--- config.mk ---
export PLATFORM = sky130hd
export DESIGN_NAME = flash_erase_range_planner_flat
export DESIGN_NICKNAME = d
export VERILOG_FILES = /design/src/rtl/frp_pkg.sv /design/src/rtl/frp_if.sv /design/src/rtl/flash_erase_range_planner.sv /design/src/rtl/frp_in_stage.sv /design/src/rtl/frp_walker.sv /design/src/flat_wrapper.sv
export SDC_FILE = /design/constraint.sdc
export NUM_CORES = 1
export LEC_CHECK = 0
export BUFFER_PORTS_ARGS = -buffer_cell sky130_fd_sc_hd__buf_2
export CAP_MARGIN = 10
export CORE_ASPECT_RATIO = 0.8
export CORE_UTILIZATION = 46
export DETAILED_ROUTE_END_ITERATION = 10
export MAX_ROUTING_LAYER = met4
export PLACE_DENSITY = 0.72
export SLEW_MARGIN = 25
export SYNTH_ARGS = -nofsm -noshare
export SYNTH_HDL_FRONTEND = slang
export SYNTH_SLANG_ARGS = --single-unit
--- constraint.sdc ---
create_clock -name clk_i -period 5.72 [get_ports clk_i]
set_input_delay 0.286 -clock clk_i [delete_from_list [all_inputs] [get_ports clk_i]]
set_output_delay 0.286 -clock clk_i [all_outputs]
set_load 0.02 [all_outputs]
--- src/rtl/frp_pkg.sv ---
// Flash erase range planner: shared types and constants.
// No dependencies; used by the interfaces and every module.
`default_nettype none

package frp_pkg;

  localparam int unsigned ADDR_W = 32;
  localparam int unsigned EXT_W  = ADDR_W + 1;

  typedef enum logic [1:0] {
    KIND_NONE = 2'd0,
    KIND_SUB  = 2'd1,
    KIND_SEC  = 2'd2
  } kind_e;

  typedef enum logic [1:0] {
    PH_IDLE  = 2'd0,
    PH_WALK  = 2'd1,
    PH_ERROR = 2'd2
  } phase_e;

  typedef enum logic {
    CMD_LOAD = 1'b0,
    CMD_NEXT = 1'b1
  } cmd_e;

  // decoded request held in the input register
  typedef struct packed {
    logic               load;
    logic               empty;
    logic               bad;
    logic [EXT_W-1:0]   range_end;
    logic [EXT_W-1:0]   head_end;
    logic [EXT_W-1:0]   sec_end;
    logic [ADDR_W-1:0]  cursor;
  } load_req_t;

  typedef struct packed {
    kind_e              kind;
    logic [ADDR_W-1:0]  addr;
    logic               fin;
    logic               err;
  } result_t;

endpackage

`default_nettype wire

--- src/rtl/frp_if.sv ---
// Request and result channel interfaces of the erase range planner.
// Depends on frp_pkg.
`default_nettype none

interface frp_req_if;
  logic                        valid;
  logic                        ready;
  logic                        cmd;
  logic [frp_pkg::ADDR_W-1:0]  range_start;
  logic [frp_pkg::ADDR_W-1:0]  range_size;

  modport source (output valid, cmd, range_start, range_size, input ready);
  modport sink   (input valid, cmd, range_start, range_size, output ready);
endinterface

interface frp_res_if;
  logic                        valid;
  logic                        ready;
  logic [1:0]                  erase_kind;
  logic [frp_pkg::ADDR_W-1:0]  erase_address;
  logic                        finished;
  logic                        range_error;

  modport source (output valid, erase_kind, erase_address, finished, range_error,
                  input ready);
  modport sink   (input valid, erase_kind, erase_address, finished, range_error,
                  output ready);
endinterface

`default_nettype wire

--- src/rtl/flash_erase_range_planner.sv ---
// Flash erase range planner top level: input register and range walker.
// Depends on frp_pkg, frp_if, frp_in_stage and frp_walker.
//
//   channel  modport  payload                                          role
//   req_i    sink     cmd, range_start, range_size                     load / next
//   res_o    source   erase_kind, erase_address, finished, range_error erase command
//
// One request per cycle sustained while the result channel is not stalled; a taken
// request goes into the input register, then its result into the result register.
// The 33-bit add and compare on the cursor in the walker sets the cycle time.
// Reset clears the valid flags and returns the walker to idle with no range loaded.
// A stalled result holds; requests keep flowing while either register has room.
`default_nettype none

module flash_erase_range_planner #(
  parameter int unsigned SECTOR_BYTES    = 65536,
  parameter int unsigned SUBSECTOR_BYTES = 4096
) (
  input wire logic  clk_i,
  input wire logic  rst_ni,
  frp_req_if.sink   req_i,
  frp_res_if.source res_o
);

  logic               mid_valid, mid_ready;
  frp_pkg::load_req_t mid_req;
  frp_pkg::result_t   res;

  frp_in_stage #(
    .SECTOR_BYTES    (SECTOR_BYTES),
    .SUBSECTOR_BYTES (SUBSECTOR_BYTES)
  ) u_in_stage (
    .clk_i       (clk_i),
    .rst_ni      (rst_ni),
    .in_valid_i  (req_i.valid),
    .in_ready_o  (req_i.ready),
    .cmd_i       (req_i.cmd),
    .start_i     (req_i.range_start),
    .size_i      (req_i.range_size),
    .out_valid_o (mid_valid),
    .out_ready_i (mid_ready),
    .out_o       (mid_req)
  );

  frp_walker #(
    .SECTOR_BYTES    (SECTOR_BYTES),
    .SUBSECTOR_BYTES (SUBSECTOR_BYTES)
  ) u_walker (
    .clk_i       (clk_i),
    .rst_ni      (rst_ni),
    .in_valid_i  (mid_valid),
    .in_ready_o  (mid_ready),
    .in_i        (mid_req),
    .res_valid_o (res_o.valid),
    .res_ready_i (res_o.ready),
    .res_o       (res)
  );

  assign res_o.erase_kind    = res.kind;
  assign res_o.erase_address = res.addr;
  assign res_o.finished      = res.fin;
  assign res_o.range_error   = res.err;

endmodule

`default_nettype wire

--- src/rtl/frp_in_stage.sv ---
// Input register of the planner: takes a request and pre-decodes range bounds.
// Depends on frp_pkg.
`default_nettype none

module frp_in_stage #(
  parameter int unsigned SECTOR_BYTES    = 65536,
  parameter int unsigned SUBSECTOR_BYTES = 4096
) (
  input  wire logic                        clk_i,
  input  wire logic                        rst_ni,
  input  wire logic                        in_valid_i,
  output      logic                        in_ready_o,
  input  wire logic                        cmd_i,
  input  wire logic [frp_pkg::ADDR_W-1:0]  start_i,
  input  wire logic [frp_pkg::ADDR_W-1:0]  size_i,
  output      logic                        out_valid_o,
  input  wire logic                        out_ready_i,
  output      frp_pkg::load_req_t          out_o
);

  localparam int unsigned AddrW = frp_pkg::ADDR_W;
  localparam int unsigned ExtW  = frp_pkg::EXT_W;
  localparam logic [ExtW-1:0] SecMask = ExtW'(SECTOR_BYTES) - ExtW'(1);
  localparam logic [ExtW-1:0] SubMask = ExtW'(SUBSECTOR_BYTES) - ExtW'(1);
  localparam logic [ExtW-1:0] AddrTop = ExtW'(1) << AddrW;

  logic               valid_q;
  frp_pkg::load_req_t data_q, data_d;
  logic [ExtW-1:0]    start_w, end_w, head_up, sec_dn;
  logic               whole;

  assign in_ready_o  = !valid_q || out_ready_i;
  assign out_valid_o = valid_q;
  assign out_o       = data_q;

  always_comb begin
    start_w = {1'b0, start_i};
    end_w   = start_w + {1'b0, size_i};
    head_up = (start_w + SecMask) & ~SecMask;
    sec_dn  = end_w & ~SecMask;
    whole   = head_up < sec_dn;

    data_d.load      = (frp_pkg::cmd_e'(cmd_i) == frp_pkg::CMD_LOAD);
    data_d.empty     = (size_i == '0);
    data_d.bad       = end_w > AddrTop;
    data_d.range_end = end_w;
    data_d.head_end  = whole ? head_up : end_w;
    data_d.sec_end   = whole ? sec_dn : end_w;
    data_d.cursor    = start_i & ~SubMask[AddrW-1:0];
  end

  always_ff @(posedge clk_i or negedge rst_ni) begin
    if (!rst_ni) begin
      valid_q <= 1'b0;
    end else if (in_ready_o) begin
      valid_q <= in_valid_i;
    end
  end

  always_ff @(posedge clk_i) begin
    if (in_valid_i && in_ready_o) begin
      data_q <= data_d;
    end
  end

endmodule

`default_nettype wire

--- src/rtl/frp_walker.sv ---
// Range walker: holds the loaded range and cursor, issues one result, an erase or none, per request
// into the result register. Depends on frp_pkg.
`default_nettype none

module frp_walker #(
  parameter int unsigned SECTOR_BYTES    = 65536,
  parameter int unsigned SUBSECTOR_BYTES = 4096
) (
  input  wire logic                clk_i,
  input  wire logic                rst_ni,
  input  wire logic                in_valid_i,
  output      logic                in_ready_o,
  input  wire frp_pkg::load_req_t  in_i,
  output      logic                res_valid_o,
  input  wire logic                res_ready_i,
  output      frp_pkg::result_t    res_o
);

  localparam int unsigned AddrW = frp_pkg::ADDR_W;
  localparam int unsigned ExtW  = frp_pkg::EXT_W;
  localparam logic [ExtW-1:0] SecBytes = ExtW'(SECTOR_BYTES);
  localparam logic [ExtW-1:0] SubBytes = ExtW'(SUBSECTOR_BYTES);

  frp_pkg::phase_e    phase_q, phase_d;
  logic [AddrW-1:0]   cursor_q, cursor_d;
  logic [ExtW-1:0]    head_q, sec_q, end_q;
  logic               res_valid_q;
  frp_pkg::result_t   res_q, res_d;

  logic               fire;
  logic [AddrW-1:0]   cur;
  logic [ExtW-1:0]    cur_w, head, sec, rend, nxt;
  logic               sec_kind, last;

  assign in_ready_o  = !res_valid_q || res_ready_i;
  assign fire        = in_valid_i && in_ready_o;
  assign res_valid_o = res_valid_q;
  assign res_o       = res_q;

  always_comb begin
    cur      = in_i.load ? in_i.cursor    : cursor_q;
    head     = in_i.load ? in_i.head_end  : head_q;
    sec      = in_i.load ? in_i.sec_end   : sec_q;
    rend     = in_i.load ? in_i.range_end : end_q;
    cur_w    = {1'b0, cur};
    sec_kind = !(cur_w < head) && (cur_w < sec);
    nxt      = sec_kind ? (cur_w + SecBytes) : (cur_w + SubBytes);
    last     = nxt >= rend;
  end

  always_comb begin
    phase_d    = phase_q;
    cursor_d   = cursor_q;
    res_d.kind = frp_pkg::KIND_NONE;
    res_d.addr = '0;
    res_d.fin  = 1'b1;
    res_d.err  = 1'b0;
    if (fire) begin
      if (in_i.load && in_i.empty) begin
        phase_d = frp_pkg::PH_IDLE;
      end else if (in_i.load && in_i.bad) begin
        phase_d   = frp_pkg::PH_ERROR;
        res_d.err = 1'b1;
      end else if (in_i.load || phase_q == frp_pkg::PH_WALK) begin
        res_d.kind = sec_kind ? frp_pkg::KIND_SEC : frp_pkg::KIND_SUB;
        res_d.addr = cur;
        res_d.fin  = last;
        cursor_d   = nxt[AddrW-1:0];
        phase_d    = last ? frp_pkg::PH_IDLE : frp_pkg::PH_WALK;
      end else begin
        case (phase_q)
          frp_pkg::PH_ERROR: res_d.err = 1'b1;
          default:           res_d.err = 1'b0;
        endcase
      end
    end
  end

  always_ff @(posedge clk_i or negedge rst_ni) begin
    if (!rst_ni) begin
      phase_q     <= frp_pkg::PH_IDLE;
      cursor_q    <= '0;
      head_q      <= '0;
      sec_q       <= '0;
      end_q       <= '0;
      res_valid_q <= 1'b0;
    end else begin
      phase_q  <= phase_d;
      cursor_q <= cursor_d;
      if (fire && in_i.load) begin
        head_q <= in_i.head_end;
        sec_q  <= in_i.sec_end;
        end_q  <= in_i.range_end;
      end
      if (in_ready_o) begin
        res_valid_q <= in_valid_i;
      end
    end
  end

  always_ff @(posedge clk_i) begin
    if (fire) begin
      res_q <= res_d;
    end
  end

endmodule

`default_nettype wire

--- src/flat_wrapper.sv ---
// flat-port wrapper written by rule: the top's interface ports become plain ports
module flash_erase_range_planner_flat 
#(
  parameter int unsigned SECTOR_BYTES    = 65536,
  parameter int unsigned SUBSECTOR_BYTES = 4096
)
  (clk_i, rst_ni, req_i_valid, req_i_cmd, req_i_range_start, req_i_range_size, req_i_ready, res_o_valid, res_o_erase_kind, res_o_erase_address, res_o_finished, res_o_range_error, res_o_ready);
  frp_req_if req_i_i ();
  frp_res_if res_o_i ();
  input wire logic clk_i;
  input wire logic rst_ni;
  input wire logic [$bits(req_i_i.valid)-1:0] req_i_valid;
  input wire logic [$bits(req_i_i.cmd)-1:0] req_i_cmd;
  input wire logic [$bits(req_i_i.range_start)-1:0] req_i_range_start;
  input wire logic [$bits(req_i_i.range_size)-1:0] req_i_range_size;
  output wire logic [$bits(req_i_i.ready)-1:0] req_i_ready;
  output wire logic [$bits(res_o_i.valid)-1:0] res_o_valid;
  output wire logic [$bits(res_o_i.erase_kind)-1:0] res_o_erase_kind;
  output wire logic [$bits(res_o_i.erase_address)-1:0] res_o_erase_address;
  output wire logic [$bits(res_o_i.finished)-1:0] res_o_finished;
  output wire logic [$bits(res_o_i.range_error)-1:0] res_o_range_error;
  input wire logic [$bits(res_o_i.ready)-1:0] res_o_ready;
  assign req_i_i.valid = req_i_valid;
  assign req_i_i.cmd = req_i_cmd;
  assign req_i_i.range_start = req_i_range_start;
  assign req_i_i.range_size = req_i_range_size;
  assign req_i_ready = req_i_i.ready;
  assign res_o_valid = res_o_i.valid;
  assign res_o_erase_kind = res_o_i.erase_kind;
  assign res_o_erase_address = res_o_i.erase_address;
  assign res_o_finished = res_o_i.finished;
  assign res_o_range_error = res_o_i.range_error;
  assign res_o_i.ready = res_o_ready;
  flash_erase_range_planner #(.SECTOR_BYTES(SECTOR_BYTES), .SUBSECTOR_BYTES(SUBSECTOR_BYTES)) u_core (.clk_i(clk_i), .rst_ni(rst_ni), .req_i(req_i_i), .res_o(res_o_i));
endmodule
Word-level counts from Yosys, hierarchy flattened
Index checks and enable logic that the tools add are counted.
- bits of input ports: 69
- word-level logic and storage cells: 65
- flip-flop bits (word level): 277
- output and inout port bits: 38
- bitwise gates (word level): 4
- $add $sub $neg: 4
- magnitude comparators: 5
- eq/ne operators: 2
- reduce and logical (&&, ||, !) cells: 17
- mux-type cells: 14
- operator list (operator ; number):
    $mux W33 ; 5
    $lt A32 B33 Y1 ; 2
    $add A32 B13 Y33 const B ; 1
    $add A32 B16 Y33 const B ; 1
    $add A32 B17 Y33 const B ; 1
    $add A32 B32 Y33 ; 1
    $ge A33 B33 Y1 ; 1
    $gt A33 B33 Y1 const B ; 1
    $lt A33 B33 Y1 ; 1
    $logic_not A32 Y1 ; 1
    $mux W32 ; 1
    $mux W2 ; 4
    $logic_and A1 B1 Y1 ; 6
    $mux W1 ; 4
    $not A1 Y1 ; 4
    $reduce_and A4 Y1 ; 1
    $logic_not A1 Y1 ; 3
    $logic_or A1 B1 Y1 ; 3
    $reduce_bool A3 Y1 ; 1
    $reduce_or A3 Y1 ; 1
    $eq A2 B1 Y1 const B ; 1
    $eq A2 B2 Y1 const B ; 1
    $reduce_and A2 Y1 ; 1

Longest topological paths before layout
- depth after elaboration: 10
- gate-level depth with buffers: 30
- depth with buffers taken out: 24

Modules after synthesis
A second synthesis with hierarchy kept.
- cells, all modules: 1565
- area total of the unflattened synthesis: 16940.0 µm²
- modules (own cells, without submodules) (module ; sequential area each (µm²) ; area each (µm²) ; times used ; cells each):
    frp_walker ; 4434.3 ; 10391.2 ; 1 ; 923
    frp_in_stage ; 2697.6 ; 6548.8 ; 1 ; 642

Worst setup path after synthesis
Ideal clock, no wire load.
- kind: register to register
- start: register u_core.u_in_stage.data_q (netlist bit u_core.u_in_stage.out_o[133])
- end: register u_core.u_walker.res_q (netlist bit u_core.u_walker.res_o[1]), data pin
- cell stages (with the launch flop): 30
- setup slack: -424 ps
- buffers on the path: 6
- data required time: 5458 ps
- setup time: 262 ps
- clock period less this slack: 6144 ps
- arrival time: 5882 ps
- cell sequence: edfxtp_1 -> buf_2 -> buf_2 -> buf_4 -> buf_2 -> clkbuf_1 -> buf_1 -> mux2i_1 -> ha_1 -> a21o_1 -> a21o_1 -> a21o_1 -> a21o_1 -> a2111o_1 -> nor4_4 -> nor3_2 -> nor2_2 -> o31a_1 -> nor2_1 -> ha_1 -> a21o_1 -> a21oi_1 -> nor2b_1 -> o21ai_0 -> nand2b_1 -> a21oi_1 -> nor2b_1 -> o21ai_0 -> o211ai_1 -> or2_2
- longest elaborated chain between the ends: 6
- elaborated cells between the ends (all ways): 17
- those cells by class: add/sub: 2; order compare: 3; mux: 5; bitwise: 1; reduce/logical: 6
- RTL lines (item ; line ; RTL):
    start, declared ; frp_in_stage.sv:28 ; frp_pkg::load_req_t data_q, data_d;
    start signal, assigned ; frp_in_stage.sv:62 ; data_q <= data_d;
    $mux W32 / $mux W33 (equally long branches) ; frp_walker.sv:41, frp_walker.sv:42 ;
    $lt A32 B33 Y1 ; frp_walker.sv:46 ; sec_kind = !(cur_w < head) && (cur_w < sec);
    $logic_not A1 Y1 ; frp_walker.sv:46 ;
    $logic_and A1 B1 Y1 ; frp_walker.sv:46 ;
    $mux W33 (*) ; frp_walker.sv:47 ; nxt = sec_kind ? (cur_w + SecBytes) : (cur_w + SubBytes);
    named net u_core.u_walker.nxt[26] ; frp_walker.sv:32 ; logic [ExtW-1:0] cur_w, head, sec, rend, nxt;
    $ge A33 B33 Y1 (*) ; frp_walker.sv:48 ; last = nxt >= rend;
    end signal, assigned ; frp_walker.sv:103 ; res_q <= res_d;
    end, declared ; frp_walker.sv:28 ; frp_pkg::result_t res_q, res_d;
The timed path passes the listed nets; every way through them passes the cells marked *.
A chain may end at the register's enable or synchronous reset.

Worst setup path in the final report
Ends and elaborated chain as after synthesis.

==> flow_summary.json <==
{
  "worstRegToRegCells": 23,
  "gp_congestion": 0.9266,
  "ys_ff_latch": 227,
  "syn_avg_cell_area_um2": 11.01,
  "cp_cell_sequence": "buf_12 -> clkbuf_8 -> buf_4 -> mux2i_2 -> ha_1 -> a21o_1 -> a21o_1 -> a21o_1 -> a21o_1 -> a2111o_1 -> nor4_4 -> nor3_4 -> buf_4 -> buf_8 -> o21ai_0 -> xnor2_1 -> ha_1 -> a21o_1 -> a21oi_1 -> nor2_1 -> a211oi_1 -> o211ai_1 -> or2_2",
  "required_ps": 6000,
  "cts-root-buf": "clkbuf_16",
  "fin_skew_ps": 12.16,
  "path_class": "flop to flop",
  "dieArea_mm2": 0.03157,
  "p_leak_nw": 7.373,
  "setup_viol": 0,
  "yosys_warnings": 0,
  "clock_sinks": 227,
  "r2r-end": "u_core.u_walker.res_o[1]$_SDFFCE_PP1P_",
  "fin_nets": 1638,
  "cp_data_arrival_time_ps": 5860,
  "synth_top_area_share_pct": 26.44,
  "post-route-period-util_pct": 97.55,
  "synthFlopType": "edfxtp_1",
  "synth_enable_flop_cells": 125,
  "syn_area_mm2": 0.01420,
  "status": "finished clean",
  "final-max-slew-violation-count": 0,
  "grt_overflow": 0,
  "top_usage_layer": "met1",
  "async_reset_ff_share_pct": 44.93,
  "dpl_cell_area_mm2": 0.01541,
  "timing_hold_violations_final": 0,
  "tritoncts": "yes",
  "grt.total_usage_pct": 24.72,
  "maxSlewHeadroom_pct": 39.12,
  "hold_depth": 1,
  "worstHoldStart": "req_i_range_start[19]",
  "stdcell_area_mm2": 0.01652,
  "first_pass_iters": 7,
  "grt_pass1_vias": 10350,
  "ctsHtreeMaxLevel": 1,
  "synth-seq-area-share_pct": 44.42,
  "clk_path_buf_depth": 3,
  "wl_per_cell_um": 20.41,
  "p_per_area_mw_per_mm2": 360.0,
  "die_h_um": 159.1,
  "syn_nets": 1487,
  "synthToLayoutAreaGrowth_pct": 16.39,
  "path_buf_inv": 5,
  "yosysMostFrequentCell": "ha_1",
  "max_freq_ghz": 0.1792,
  "numPortBuffers": 106,
  "hold_path.class": "input port to flop",
  "die_w_um": 198.4,
  "synth_top_area_cell": "edfxtp_1",
  "endpoint_kind": "flop",
  "io_pins": 107,
  "diodes": 0,
  "use_met2_pct": 33.56,
  "cap_viol_max_count": 0,
  "vias_per_cell": 5.701,
  "cp_max_fo": 22,
  "core_area_mm2": 0.03038,
  "clk_latency_ps": 540,
  "hpwl_um": 28910,
  "wl_um": 38210,
  "rows": 57,
  "path_delay_family": "compound AO/OA/AOI/OAI gates",
  "via_count": 10670,
  "reg2reg_from": "u_core.u_in_stage.out_o[133]$_DFFE_PP_",
  "worst_pin_slew_ps": 913.2,
  "cp_slowest_stage_delay_ps": 470,
  "drt_iter0_markers": 755,
  "cpMaxStageDelayCell": "a2111o_1",
  "yosysUniqueCellTypes": 74,
  "postLayoutCoreUtil_pct": 54.39,
  "startpoint_type": "flop",
  "period_needed_ps": 5580,
  "grt_pass1_wl_um": 58770,
  "r2r_slack_ps": 140,
  "tns_ps": 0,
  "grt_max_degree": 72,
  "whs_endpoint": "u_core.u_in_stage.out_o[19]$_DFFE_PP_",
  "numCtsBuffers": 25,
  "antenna_left": 0,
  "dp_worst_setup_slack_ps": 104.1,
  "synth_cells": 1289,
  "path_common_cell": "a21o_1",
  "antenna_found_initial": 0,
  "drc": 0,
  "floorplan.initialDensity_pct": 46.73,
  "drive_above_1_share_pct": 21.93,
  "path_clk_slew_ps": 60,
  "use_met1_pct": 39.23,
  "met3_usage_pct": 2.732,
  "synthTopCellsByArea": "edfxtp_1, dfrtp_1, ha_1",
  "max-vdd-ir-drop_v": 0.0002337,
  "total_power_mw": 5.948,
  "synth_commonest_cells": "ha_1, edfxtp_1, dfrtp_1",
  "setup_slack_ps": 140.3
}
-- kinds of logic after synthesis --
| kind of cell | synth area share (%) |
|---|---|
| AO/OA/AOI/OAI | 10.70 |
| multiplexers | 13.60 |
| AND/OR/NAND/NOR | 14.03 |
| adder cells (fa/ha/maj) | 11.42 |
| buffers and inverters | 2.803 |
| XOR/XNOR | 3.023 |
| flip-flops | 44.42 |
-- cell usage in the layout, fill, tap and decap left out, types with 23 or more instances in the layout --
master,instances
nand2_1,59
a21oi_1,59
a21o_1,45
and2_1,29
clkbuf_16,28
o21ai_0,34
edfxtp_1,125
nor2_1,94
dfrtp_1,102
nor4_1,23
nor2b_1,31
xnor2_1,31
ha_1,128
inv_1,64
mux2_2,94
buf_2,105
buf_4,39
nand4_1,28
mux2i_1,83
nor3_1,27
-- per-layer routing --
layer | vias up | routed length (um) | share of wire, %
met5 | - | 0 | 0
met4 | 0 | 698 | 1.8
met3 | 60 | 2202 | 5.8
met2 | 346 | 15580 | 41
met1 | 5163 | 19730 | 52
li1 | 5103 | - | -
-- report_power, final --
part | total, mW | leakage [nW] | internal (mW) | switching (mW)
Combinational | 2.03 | 4.49 | 0.873 | 1.16
Clock | 1.68 | 0.428 | 0.997 | 0.678
Sequential | 2.24 | 2.45 | 2.07 | 0.168
-- cell type report --
type / instances / area [um2]
timing repair buffer: 159 / 1021
fill: 2721 / 13860
tap: 413 / 516.7
clock inverter: 13 / 148.9
sequential: 227 / 6306
inverter: 65 / 244.0
multi-input combinational: 962 / 7560
clock buffer: 33 / 726.9
-- worst max path at each step --
stage / from / endpoint / slack, ps / cells past startpoint
global placement: u_core.u_in_stage.out_o[133]$_DFFE_PP_ / u_core.u_walker.res_o[1]$_SDFFCE_PP1P_ / 270 / 22
CTS: u_core.u_in_stage.out_o[133]$_DFFE_PP_ / u_core.u_walker.res_o[1]$_SDFFCE_PP1P_ / 20 / 23
detailed placement: u_core.u_in_stage.out_o[133]$_DFFE_PP_ / u_core.u_walker.res_o[1]$_SDFFCE_PP1P_ / 100 / 22
floorplan: u_core.u_in_stage.out_o[133]$_DFFE_PP_ / u_core.u_walker.res_o[1]$_SDFFCE_PP1P_ / 40 / 29
global route: u_core.u_in_stage.out_o[133]$_DFFE_PP_ / u_core.u_walker.res_o[1]$_SDFFCE_PP1P_ / -80 / 24
finish: u_core.u_in_stage.out_o[133]$_DFFE_PP_ / u_core.u_walker.res_o[1]$_SDFFCE_PP1P_ / 140 / 23
-- repair_timing --
| item | in CTS | in global routing |
|---|---|---|
| resized for setup | 0 | 15 |
| hold buffers | 7 | 0 |
| endpoints found under the hold margin | 63 | 0 |
| buffers inserted | 0 | 7 |
| endpoints found under the setup margin | 0 | 2 |
-- sequential cells by signal, summed over array words and instances (netlist names) --
name                           flops
u_core.u_walker.res_o             36
u_core.u_walker.cursor_q          32
u_core.u_in_stage.out_valid_o      1
u_core.u_walker.head_q            33
u_core.u_walker.res_valid_o        1
u_core.u_walker.phase_q            2
u_core.u_walker.end_q             16
u_core.u_in_stage.out_o           89
u_core.u_walker.sec_q             17
-- through the flow --
step	cells	hold WS, ps
after CTS	1862	7.991
after global routing	1872	18.62
after global placement	1809	430.1
after detailed placement	1809	427.8
after floorplan	1289	-9.591
final	1872	33.08
Power figures use the tool's default switching activity.
